==> src/sv/biquad_pkg.sv <==
// Package with the formats, register indexes, beat types and saturation helpers of the biquad.
package biquad_pkg;

    // Sample format: signed, SAMPLE_WIDTH bits, SAMPLE_WIDTH-1 fraction bits.
    localparam int SAMPLE_WIDTH   = 24;
    // Coefficient format: signed, COEF_WIDTH bits, COEF_FRAC_BITS fraction bits.
    localparam int COEF_WIDTH     = 24;
    localparam int COEF_FRAC_BITS = 20;
    // State words are signed 32 bits with the sample's fraction bits.
    localparam int STATE_WIDTH    = 32;

    localparam int PROD_WIDTH = COEF_WIDTH + SAMPLE_WIDTH;
    localparam int RND_WIDTH  = PROD_WIDTH - COEF_FRAC_BITS;
    localparam int ACC_WIDTH  = ((RND_WIDTH > STATE_WIDTH) ? RND_WIDTH : STATE_WIDTH) + 2;

    localparam logic signed [PROD_WIDTH-1:0] RND_HALF =
        PROD_WIDTH'(1) <<< (COEF_FRAC_BITS - 1);

    // Reset value of b0: unity gain, limited to the largest coefficient.
    localparam logic signed [COEF_WIDTH-1:0] COEF_UNITY =
        (COEF_FRAC_BITS < COEF_WIDTH - 1) ? COEF_WIDTH'(1) <<< COEF_FRAC_BITS
                                          : {1'b0, {(COEF_WIDTH-1){1'b1}}};

    localparam logic signed [SAMPLE_WIDTH-1:0] SAMPLE_MAX = {1'b0, {(SAMPLE_WIDTH-1){1'b1}}};
    localparam logic signed [SAMPLE_WIDTH-1:0] SAMPLE_MIN = {1'b1, {(SAMPLE_WIDTH-1){1'b0}}};
    localparam logic signed [STATE_WIDTH-1:0]  STATE_MAX  = {1'b0, {(STATE_WIDTH-1){1'b1}}};
    localparam logic signed [STATE_WIDTH-1:0]  STATE_MIN  = {1'b1, {(STATE_WIDTH-1){1'b0}}};

    // Configuration register indexes.
    localparam int CFG_INDEX_WIDTH = 3;
    localparam logic [CFG_INDEX_WIDTH-1:0] REG_B0 = 3'd0;
    localparam logic [CFG_INDEX_WIDTH-1:0] REG_B1 = 3'd1;
    localparam logic [CFG_INDEX_WIDTH-1:0] REG_B2 = 3'd2;
    localparam logic [CFG_INDEX_WIDTH-1:0] REG_A1 = 3'd3;
    localparam logic [CFG_INDEX_WIDTH-1:0] REG_A2 = 3'd4;

    // Operation codes of an input beat.
    localparam logic OP_FILTER = 1'b0;
    localparam logic OP_FLUSH  = 1'b1;

    typedef struct packed {
        logic                           op;
        logic signed [SAMPLE_WIDTH-1:0] sample_in;
    } t_in_item;

    typedef struct packed {
        logic signed [SAMPLE_WIDTH-1:0] sample_out;
        logic                           clipped;
    } t_out_item;

    // Saturates an accumulator value to the sample range.
    function automatic logic signed [SAMPLE_WIDTH-1:0] sat_sample(
        input logic signed [ACC_WIDTH-1:0] v
    );
        logic fits;
        fits = (v[ACC_WIDTH-1:SAMPLE_WIDTH-1] == {(ACC_WIDTH-SAMPLE_WIDTH+1){1'b0}}) ||
               (v[ACC_WIDTH-1:SAMPLE_WIDTH-1] == {(ACC_WIDTH-SAMPLE_WIDTH+1){1'b1}});
        if (fits) begin
            return v[SAMPLE_WIDTH-1:0];
        end else if (v[ACC_WIDTH-1]) begin
            return SAMPLE_MIN;
        end else begin
            return SAMPLE_MAX;
        end
    endfunction

    // Saturates an accumulator value to the state range.
    function automatic logic signed [STATE_WIDTH-1:0] sat_state(
        input logic signed [ACC_WIDTH-1:0] v
    );
        logic fits;
        fits = (v[ACC_WIDTH-1:STATE_WIDTH-1] == {(ACC_WIDTH-STATE_WIDTH+1){1'b0}}) ||
               (v[ACC_WIDTH-1:STATE_WIDTH-1] == {(ACC_WIDTH-STATE_WIDTH+1){1'b1}});
        if (fits) begin
            return v[STATE_WIDTH-1:0];
        end else if (v[ACC_WIDTH-1]) begin
            return STATE_MIN;
        end else begin
            return STATE_MAX;
        end
    endfunction

endpackage

==> src/sv/biquad_iir_filter.sv <==
// Top level of the biquad section: registers, sequencer, shared multiplier and output stage.
//
//  Channel  | Direction | Handshake                | Payload
//  ---------+-----------+--------------------------+---------------------------------
//  input    | in        | i_in_valid / o_in_ready  | i_in_item  (op, sample_in)
//  output   | out       | o_out_valid / i_out_ready| o_out_item (sample_out, clipped)
//  config   | in        | i_cfg_we (no wait)       | i_cfg_index, i_cfg_data
//
// A filter beat runs through the accept cycle and six sequencer steps, one per use
// of the single 24x24 multiplier (five products) plus the final state update.
// A flush beat clears both state words in its accept cycle and the block is ready again
// on the next cycle; it produces no output beat.
// A finished result waits in the output register while the next input beat is accepted;
// the sequencer holds in its last step only if the previous result is still not taken.
// Reset (synchronous, active low) clears the state words, the sequencer and the output
// valid flag, and loads the coefficients with unity gain in b0 and zero elsewhere.
module biquad_iir_filter
    import biquad_pkg::*;
(
    input  logic                       i_clk,
    input  logic                       i_rst_n,
    input  logic                       i_in_valid,
    output logic                       o_in_ready,
    input  t_in_item                   i_in_item,
    output logic                       o_out_valid,
    input  logic                       i_out_ready,
    output t_out_item                  o_out_item,
    input  logic                       i_cfg_we,
    input  logic [CFG_INDEX_WIDTH-1:0] i_cfg_index,
    input  logic [COEF_WIDTH-1:0]      i_cfg_data
);

    // Sequencer steps. Each step except idle and the last drives one product into r_prod.
    localparam logic [2:0] ST_IDLE = 3'd0;  // waiting for an input beat
    localparam logic [2:0] ST_B0   = 3'd1;  // b0*x
    localparam logic [2:0] ST_Y    = 3'd2;  // y = sat(b0*x + w1); b1*x
    localparam logic [2:0] ST_A1   = 3'd3;  // acc = b1*x + w2; a1*y
    localparam logic [2:0] ST_B2   = 3'd4;  // acc -= a1*y; b2*x
    localparam logic [2:0] ST_A2   = 3'd5;  // w1 = sat(acc); acc = b2*x; a2*y
    localparam logic [2:0] ST_W2   = 3'd6;  // w2 = sat(acc - a2*y); emit result

    logic [2:0] r_state, n_state;

    logic signed [COEF_WIDTH-1:0]   r_b0, r_b1, r_b2, r_a1, r_a2;
    logic signed [STATE_WIDTH-1:0]  r_w1, n_w1, r_w2, n_w2;
    logic signed [SAMPLE_WIDTH-1:0] r_x, n_x, r_y, n_y;
    logic                           r_clip, n_clip;
    logic signed [RND_WIDTH-1:0]    r_prod, n_prod;
    logic signed [ACC_WIDTH-1:0]    r_acc, n_acc;
    logic                           r_out_valid, n_out_valid;
    t_out_item                      r_out_item, n_out_item;

    // Shared multiplier operands and rounded product.
    logic signed [COEF_WIDTH-1:0]   mul_coef;
    logic signed [SAMPLE_WIDTH-1:0] mul_val;
    logic signed [PROD_WIDTH-1:0]   mul_full;
    logic signed [PROD_WIDTH-1:0]   mul_biased;
    logic signed [RND_WIDTH-1:0]    mul_rnd;

    logic signed [ACC_WIDTH-1:0]    y_full;
    logic signed [ACC_WIDTH-1:0]    w2_full;
    logic                           in_fire;
    logic                           out_free;

    assign o_in_ready  = (r_state == ST_IDLE);
    assign in_fire     = i_in_valid && o_in_ready;
    assign out_free    = !r_out_valid || i_out_ready;
    assign o_out_valid = r_out_valid;
    assign o_out_item  = r_out_item;

    // Operand selection follows the step: x for feedforward, y for feedback terms.
    always_comb begin
        case (r_state)
            ST_B0: begin
                mul_coef = r_b0;
                mul_val  = r_x;
            end
            ST_Y: begin
                mul_coef = r_b1;
                mul_val  = r_x;
            end
            ST_A1: begin
                mul_coef = r_a1;
                mul_val  = r_y;
            end
            ST_B2: begin
                mul_coef = r_b2;
                mul_val  = r_x;
            end
            ST_A2: begin
                mul_coef = r_a2;
                mul_val  = r_y;
            end
            default: begin
                mul_coef = r_b0;
                mul_val  = r_x;
            end
        endcase
    end

    // Round half up: add half an LSB of the result, then floor by an arithmetic shift.
    assign mul_full   = PROD_WIDTH'(mul_coef) * PROD_WIDTH'(mul_val);
    assign mul_biased = mul_full + RND_HALF;
    assign mul_rnd    = RND_WIDTH'(mul_biased >>> COEF_FRAC_BITS);

    assign y_full  = ACC_WIDTH'(r_prod) + ACC_WIDTH'(r_w1);
    assign w2_full = r_acc - ACC_WIDTH'(r_prod);

    always_comb begin
        n_state     = r_state;
        n_w1        = r_w1;
        n_w2        = r_w2;
        n_x         = r_x;
        n_y         = r_y;
        n_clip      = r_clip;
        n_prod      = r_prod;
        n_acc       = r_acc;
        n_out_valid = r_out_valid;
        n_out_item  = r_out_item;

        if (r_out_valid && i_out_ready) begin
            n_out_valid = 1'b0;
        end

        case (r_state)
            ST_IDLE: begin
                if (in_fire) begin
                    if (i_in_item.op == OP_FLUSH) begin
                        n_w1 = '0;
                        n_w2 = '0;
                    end else begin
                        n_x     = i_in_item.sample_in;
                        n_state = ST_B0;
                    end
                end
            end
            ST_B0: begin
                n_prod  = mul_rnd;
                n_state = ST_Y;
            end
            ST_Y: begin
                // The feedback terms see the saturated output, as the data path does.
                n_y     = sat_sample(y_full);
                n_clip  = (ACC_WIDTH'(sat_sample(y_full)) != y_full);
                n_prod  = mul_rnd;
                n_state = ST_A1;
            end
            ST_A1: begin
                n_acc   = ACC_WIDTH'(r_prod) + ACC_WIDTH'(r_w2);
                n_prod  = mul_rnd;
                n_state = ST_B2;
            end
            ST_B2: begin
                n_acc   = r_acc - ACC_WIDTH'(r_prod);
                n_prod  = mul_rnd;
                n_state = ST_A2;
            end
            ST_A2: begin
                n_w1    = sat_state(r_acc);
                n_acc   = ACC_WIDTH'(r_prod);
                n_prod  = mul_rnd;
                n_state = ST_W2;
            end
            ST_W2: begin
                // Hold here until the output register can take the new result.
                if (out_free) begin
                    n_w2                  = sat_state(w2_full);
                    n_out_valid           = 1'b1;
                    n_out_item.sample_out = r_y;
                    n_out_item.clipped    = r_clip;
                    n_state               = ST_IDLE;
                end
            end
            default: begin
                n_state = ST_IDLE;
            end
        endcase
    end

    always_ff @(posedge i_clk) begin
        if (!i_rst_n) begin
            r_state     <= ST_IDLE;
            r_out_valid <= 1'b0;
            r_w1        <= '0;
            r_w2        <= '0;
        end else begin
            r_state     <= n_state;
            r_out_valid <= n_out_valid;
            r_w1        <= n_w1;
            r_w2        <= n_w2;
        end
    end

    always_ff @(posedge i_clk) begin
        r_x        <= n_x;
        r_y        <= n_y;
        r_clip     <= n_clip;
        r_prod     <= n_prod;
        r_acc      <= n_acc;
        r_out_item <= n_out_item;
    end

    // Coefficient registers; writes to an unused index are dropped.
    always_ff @(posedge i_clk) begin
        if (!i_rst_n) begin
            r_b0 <= COEF_UNITY;
            r_b1 <= '0;
            r_b2 <= '0;
            r_a1 <= '0;
            r_a2 <= '0;
        end else if (i_cfg_we) begin
            case (i_cfg_index)
                REG_B0:  r_b0 <= i_cfg_data;
                REG_B1:  r_b1 <= i_cfg_data;
                REG_B2:  r_b2 <= i_cfg_data;
                REG_A1:  r_a1 <= i_cfg_data;
                REG_A2:  r_a2 <= i_cfg_data;
                default: ;
            endcase
        end
    end

    // A filter beat keeps the input side closed on the following cycle.
    a_busy_after_filter: assert property (@(posedge i_clk) disable iff (!i_rst_n)
        (in_fire && i_in_item.op == OP_FILTER) |=> !o_in_ready)
        else $error("input accepted while a filter beat is in progress");

    // A flush beat leaves both state words at zero.
    a_flush_clears: assert property (@(posedge i_clk) disable iff (!i_rst_n)
        (in_fire && i_in_item.op == OP_FLUSH) |=> (r_w1 == '0 && r_w2 == '0))
        else $error("flush did not clear the state words");

    // A new result appears only from the last sequencer step.
    a_out_from_last_step: assert property (@(posedge i_clk) disable iff (!i_rst_n)
        $rose(o_out_valid) |-> ($past(r_state) == ST_W2))
        else $error("output beat raised outside the last step");

    // A clipped result sits at one end of the sample range.
    a_clip_at_rail: assert property (@(posedge i_clk) disable iff (!i_rst_n)
        (o_out_valid && o_out_item.clipped) |->
            (o_out_item.sample_out == SAMPLE_MAX || o_out_item.sample_out == SAMPLE_MIN))
        else $error("clip flag set on an unsaturated sample");

endmodule

==> config.mk <==
export PLATFORM = sky130hd
export DESIGN_NAME = biquad_iir_filter
export DESIGN_NICKNAME = d
export VERILOG_FILES = /design/src/sv/biquad_pkg.sv /design/src/sv/biquad_iir_filter.sv
export SDC_FILE = /design/constraint.sdc
export NUM_CORES = 2
export LEC_CHECK = 0
export BUFFER_PORTS_ARGS = -buffer_cell sky130_fd_sc_hd__buf_2
export CAP_MARGIN = 20
export CORE_AREA = 2 2 315 317
export DETAILED_ROUTE_END_ITERATION = 8
export DIE_AREA = 0 0 317 319
export PLACE_DENSITY = 0.62
export SYNTH_ARGS = -nofsm -noshare
export SYNTH_HDL_FRONTEND = slang
export SYNTH_SLANG_ARGS = --single-unit
==> constraint.sdc <==
create_clock -name i_clk -period 10 [get_ports i_clk]
set_clock_uncertainty 0.05 [all_clocks]
set_input_delay 0.5 -clock i_clk [delete_from_list [all_inputs] [get_ports i_clk]]
set_output_delay 0.5 -clock i_clk [all_outputs]
set_load 0.02 [all_outputs]
Word-level counts from Yosys, hierarchy flattened
Cells that the tools add are included.
{"block": "word_totals", "reg_bits": 324, "input_bits": 57}
{"block": "op_classes", "add_sub_neg": 4, "mul": 1, "n_eq_ne": 18, "muxes": 22, "n_bitwise": 1, "n_reduce_logical": 27}
{"operator": "32-bit two-way mux", "n": 7}
{"operator": "32-bit one-hot mux with 2 select lines", "n": 2}
{"operator": "34-bit one-hot mux with 3 select lines", "n": 1}
{"operator": "24-bit two-way mux", "n": 4}
{"operator": "24-bit one-hot mux with 4 select lines", "n": 1}
{"operator": "28-bit by 32-bit adder with 33-bit output", "n": 2}
{"operator": "48-bit by 21-bit adder with 48-bit output (second input constant)", "n": 1}
{"operator": "24-bit by 24-bit multiplier with 48-bit output", "n": 1}
{"operator": "34-bit by 28-bit subtractor with 34-bit output", "n": 1}
{"operator": "24-bit by 33-bit inequality test with 1-bit output", "n": 1}
{"operator": "3-bit one-hot mux with 7 select lines", "n": 1}
{"operator": "3-bit equality test (second input constant)", "n": 6}
{"operator": "3-bit by 2-bit equality test with 1-bit output (second input constant)", "n": 4}
{"operator": "3-bit zero test", "n": 4}
{"operator": "2-bit AND reduction", "n": 6}
{"operator": "11-bit equality test (second input constant)", "n": 1}
{"operator": "11-bit zero test", "n": 1}
{"operator": "3-bit two-way mux", "n": 3}
{"operator": "3-bit AND reduction", "n": 3}
{"operator": "3-bit by 1-bit equality test with 1-bit output (second input constant)", "n": 2}
{"operator": "5-bit OR reduction", "n": 1}
{"operator": "1-bit logical OR", "n": 4}
{"operator": "2-bit by 1-bit inequality test with 1-bit output (second input constant)", "n": 2}
{"operator": "2-bit inequality test (second input constant)", "n": 2}
{"operator": "other kinds (8)", "n": 12}

Logic depth before layout (Yosys ltp)
{"block": "depth", "word_depth": 6, "mapped_depth": 34}

Worst setup path before layout
OpenSTA, ideal clock, no wires.
{"block": "synth_timing", "kind": "flip-flop to flip-flop", "startpoint": "register r_state[0]", "endpoint": "register r_prod[24], data pin", "setup_time_ps": 258, "arrival_ps": 8860, "required_time_ps": 9692, "slack_ps": 832, "stages_incl_launch_ff": 31, "period_less_slack_ps": 9168, "cell_sequence": "dfxtp_1 > buf_2 > buf_1 > buf_1 > nor2_1 > a32oi_1 > nand3_1 > o21a_1 > clkbuf_1 > nand2_1 > fa_1 > fa_1 > fa_1 > fa_1 > inv_1 > fa_1 > fa_1 > inv_1 > fa_1 > inv_1 > ha_1 > and2_1 > or3b_2 > a211o_1 > o21ai_0 > o2111ai_1 > nand3_2 > a21oi_1 > o21a_1 > o21ba_1 > xnor2_1"}
{"block": "synth_between", "elab_chain_len": 5}
{"item": "start: declaration", "line": "biquad_iir_filter.sv:42", "rtl": "logic [2:0] r_state, n_state;"}
{"item": "start signal: assignment", "line": "biquad_iir_filter.sv:187", "rtl": "r_state <= n_state;"}
{"item": "3-bit equality test / 3-bit by 2-bit equality test with 1-bit output (equally long branches)", "line": "biquad_iir_filter.sv:73", "rtl": "case (r_state)"}
{"item": "2-bit OR reduction (no line)"}
{"item": "24-bit two-way mux", "line": "biquad_iir_filter.sv:73"}
{"item": "24-bit by 24-bit multiplier with 48-bit output *", "line": "biquad_iir_filter.sv:102", "rtl": "assign mul_full = PROD_WIDTH'(mul_coef) * PROD_WIDTH'(mul_val);"}
{"item": "48-bit by 21-bit adder with 48-bit output *", "line": "biquad_iir_filter.sv:103", "rtl": "assign mul_biased = mul_full + RND_HALF;"}
{"item": "net mul_biased[44]", "line": "biquad_iir_filter.sv:57", "rtl": "logic signed [PROD_WIDTH-1:0] mul_biased;"}
{"item": "end signal: assignment", "line": "biquad_iir_filter.sv:198", "rtl": "r_prod <= n_prod;"}
{"item": "end: declaration", "line": "biquad_iir_filter.sv:48", "rtl": "logic signed [RND_WIDTH-1:0] r_prod, n_prod;"}
Mark *: on every way through the listed nets, which the timed path passes. The rest lies on a longest branch.
A chain may end at the register's enable or synchronous reset.

Worst setup path after layout
{"block": "layout_timing", "startpoint": "register r_state[2]", "endpoint": "register r_prod[24], data pin"}
Same word-level chain as after synthesis.

==> reports/qor.csv <==
stage;metric;value;unit
status;status;complete, no violations;
worst_setup_path;timing_worst_setup_path_type;reg -> reg;
drt;wl_met2;52120;um
worst_setup_path;cp.required;10280;ps
timing;setup_tns;0;ps
placed_design;gp_congestion;0.9510;
drt;drtIter0Drc;2502;
worst_setup_path;cpPeakStageDelay;570;ps
cts;cts.reportedPaths.clkPinSlew;60;ps
cts;cts_tree;built;
cells_and_area;multi_input_area;27730;um^2
worst_setup_path;critPathArrivalTime;9730;ps
logic_synthesis;async_flop_share;0;%
global_routing;track_usage;23.36;%
flow_run;max_cap_viol_count;0;
floorplan;core;97700;um^2
placed_design;place_hpwl;92810;um
cells_and_area;area_growth;8.839;%
worst_setup_path;start_kind;flop;
cells_and_area;drive_above_1_share;7.853;%
drt;route.detailed.drc;0;
drt;routed_via_density;5.398;
logic_synthesis;ys_ff_latch;324;
worst_setup_path;r2r_setup_slack;550;ps
logic_synthesis;synth_nets;5105;
global_routing;grt-ovfl-total;0;
timing;finalSetupViolCount;0;
cells_and_area;fillCellCount;9464;
cells_and_area;seqCellArea;7853;um^2
drt;firstDrtPassIters;6;
worst_setup_path;cpMostUsedCell;fa_1;
worst_hold_path;hp-class;in -> reg;
cells_and_area;stdcell_count;5554;
logic_synthesis;synth_edf_count;136;
timing;fin_crit_sh;94.52;%
timing;worstMarginPinSlew;1172;ps
worst_setup_path;r2r_start;r_state[2];
cts;cts_buffer_depth;3;
placed_design;dp.cells;5481;
worst_setup_path;slowest_stage;fa_1;
worst_setup_path;cp-endpoint;r_prod[24];
drt;wl_met3;10890;um
floorplan;die_w;317;um
drt;vias;29980;
cts;cts.sinks;324;
logic_synthesis;synth_top_flop_cell;dfxtp_1;
worst_setup_path;reg2reg_depth;29;
placed_design;port_buffers;83;
floorplan;die_area;101100;um^2
worst_setup_path;reg2reg_to;r_prod[24];
global_routing;grt_max_degree;126;
logic_synthesis;syn_avg_cell_area;9.200;um^2
cts;root_buffer;clkbuf_16;
drt;wl_met1;50640;um
global_routing;grt_pass1_wl;181200;um
worst_setup_path;cp-end-kind;flop;
drt;routed_wirelength;117100;um
timing;worst_hold_slack;43.69;ps
cts;numCtsBuffers;38;
logic_synthesis;yosysSeqAreaShare;20.25;%
floorplan;die_y;319;um
cells_and_area;layout_commonest_cell;nand2_1;
logic_synthesis;synth_top_area_share;31.51;%
logic_synthesis;synth_top_area_cell;fa_1;
timing;hold_violations;0;
cts;cts_setup_buffers;0;
logic_synthesis;synth_cell_types;101;
timing;rsz0062_at_grt;false;
floorplan;rows;115;
logic_synthesis;ys_top_cells_by_area;fa_1, edfxtp_1, dfxtp_1, ha_1, nand2_1;
worst_setup_path;path_max_fanout;61;
cts;clk-insertion-delay-late;580;ps
power;p_leak;19.34;nW
worst_setup_path;crit_path_start;r_state[2];
timing;final.min_clock_period;9452;ps
global_routing;antenna_found_initial;14;
cells_and_area;fin_nets;5128;
logic_synthesis;yosys_warnings;0;
cells_and_area;final_cell_mix;nand2_1, inv_1, fa_1;
timing;max_freq;105.8;MHz
cts;htreeDepth;2;
logic_synthesis;syn_inst;4213;
drt;drtAntennaViolNets;0;
power;p_per_area;249.5;nW/um^2
floorplan;io_pins;84;
power;ir_worst_vdd;0.3601;mV
logic_synthesis;syn-cell-area;38760;um^2
timing;max_slew_margin;21.31;%
drt;dr.max_layer_used;met5;
timing;drv_slew;0;
drt;wl_per_cell;21.08;um
global_routing;grt_pass1_vias;30430;
floorplan;initial_core_util;39.67;%
power;p_total;10.52;mW
through the flow:
stage	instance area (um^2)	setup WS, ps	util (%)
after floorplan	38760	832.0	-
final	42190	547.8	43.18
after global routing	42180	213.1	43.18
after detailed placement	40840	326.6	41.80
after CTS	42130	323.9	43.12
after global placement	40840	477.5	41.80
per-layer routing:
layer,vias to the layer above,track usage [%]
li1,13590,-
met1,15020,32.98
met2,1177,35.79
met3,181,5.547
met4,18,6.237
met5,-,0
cells by family (layout without fill, tap and decap cells):
logic type                 count (synthesis)  after routing  share of synthesized area [%]
and+or+nand+nor                         1228           1228                          13.34
xor gates and xnor gates                 114            114                          2.624
DFF                                      324            324                          20.25
other                                      0              1                              0
AOI/OAI and AO/OA                        737            737                          13.38
muxes                                    119            119                          3.147
adders and majority gates                835            835                          38.77
buffers and inverters                    856            909                          8.493
worst max-delay path, delay by kind of cell, from the launching register on:
kind,cells,cell delay [ps]
xor gates and xnor gates,1,120
and+or+nand+nor,6,1560
adders and majority gates,8,3740
AOI/OAI and AO/OA,7,2100
DFF,1,380
buffers and inverters,7,1230
layout make-up:
cell class / count / area share, %
tap: 1287 / 3.817
timing repair buffer: 188 / 2.984
clock buffer: 58 / 2.749
inverter: 651 / 5.792
multi-input combinational: 3033 / 65.72
antenna: 1 / 0.005932
clock inverter: 12 / 0.3144
sequential: 324 / 18.61
registers in the layout, summed over array words and instances (netlist names), 25 cells and up:
signal      flops
o_out_item     25
r_acc          34
r_prod         28
r_w1           32
r_w2           32
what timing repair did:
item | 4_1_cts | 5_1_grt
resized for setup | 0 | 1
setup endpoints to repair | 0 | 3
hold buffers | 0 | 0
synthesized netlist by cell type, types with 24 or more instances:
master and count:
edfxtp_1 136, nand2b_1 36, o21a_1 36, a221o_1 36
a21boi_0 154, xnor2_1 76, xor2_1 37, nand3_1 28
clkbuf_1 163, o211ai_1 25, dfxtp_1 188, a21oi_1 142
o21ai_0 104, fa_1 610, nand2_1 652, mux2i_1 98
inv_1 650, nor2_1 365, ha_1 225, nor3_1 24
a21o_1 67
where the power goes:
group          switching, mW  internal [mW]
Combinational           4.06           3.04
Clock                  0.593          0.856
Sequential             0.167           1.80
worst min-delay path by stage:
stage	from	depth (start not counted)	endpoint	slack, ps
floorplan	r_clip	0	o_out_item[0]	350
global placement	r_clip	0	o_out_item[0]	350
detailed placement	r_clip	0	o_out_item[0]	360
CTS	i_in_item[23]	1	r_x[23]	10
global route	i_in_item[10]	1	r_x[10]	30
finish	i_in_item[23]	1	r_x[23]	40
(Power assumes the default switching activity.)
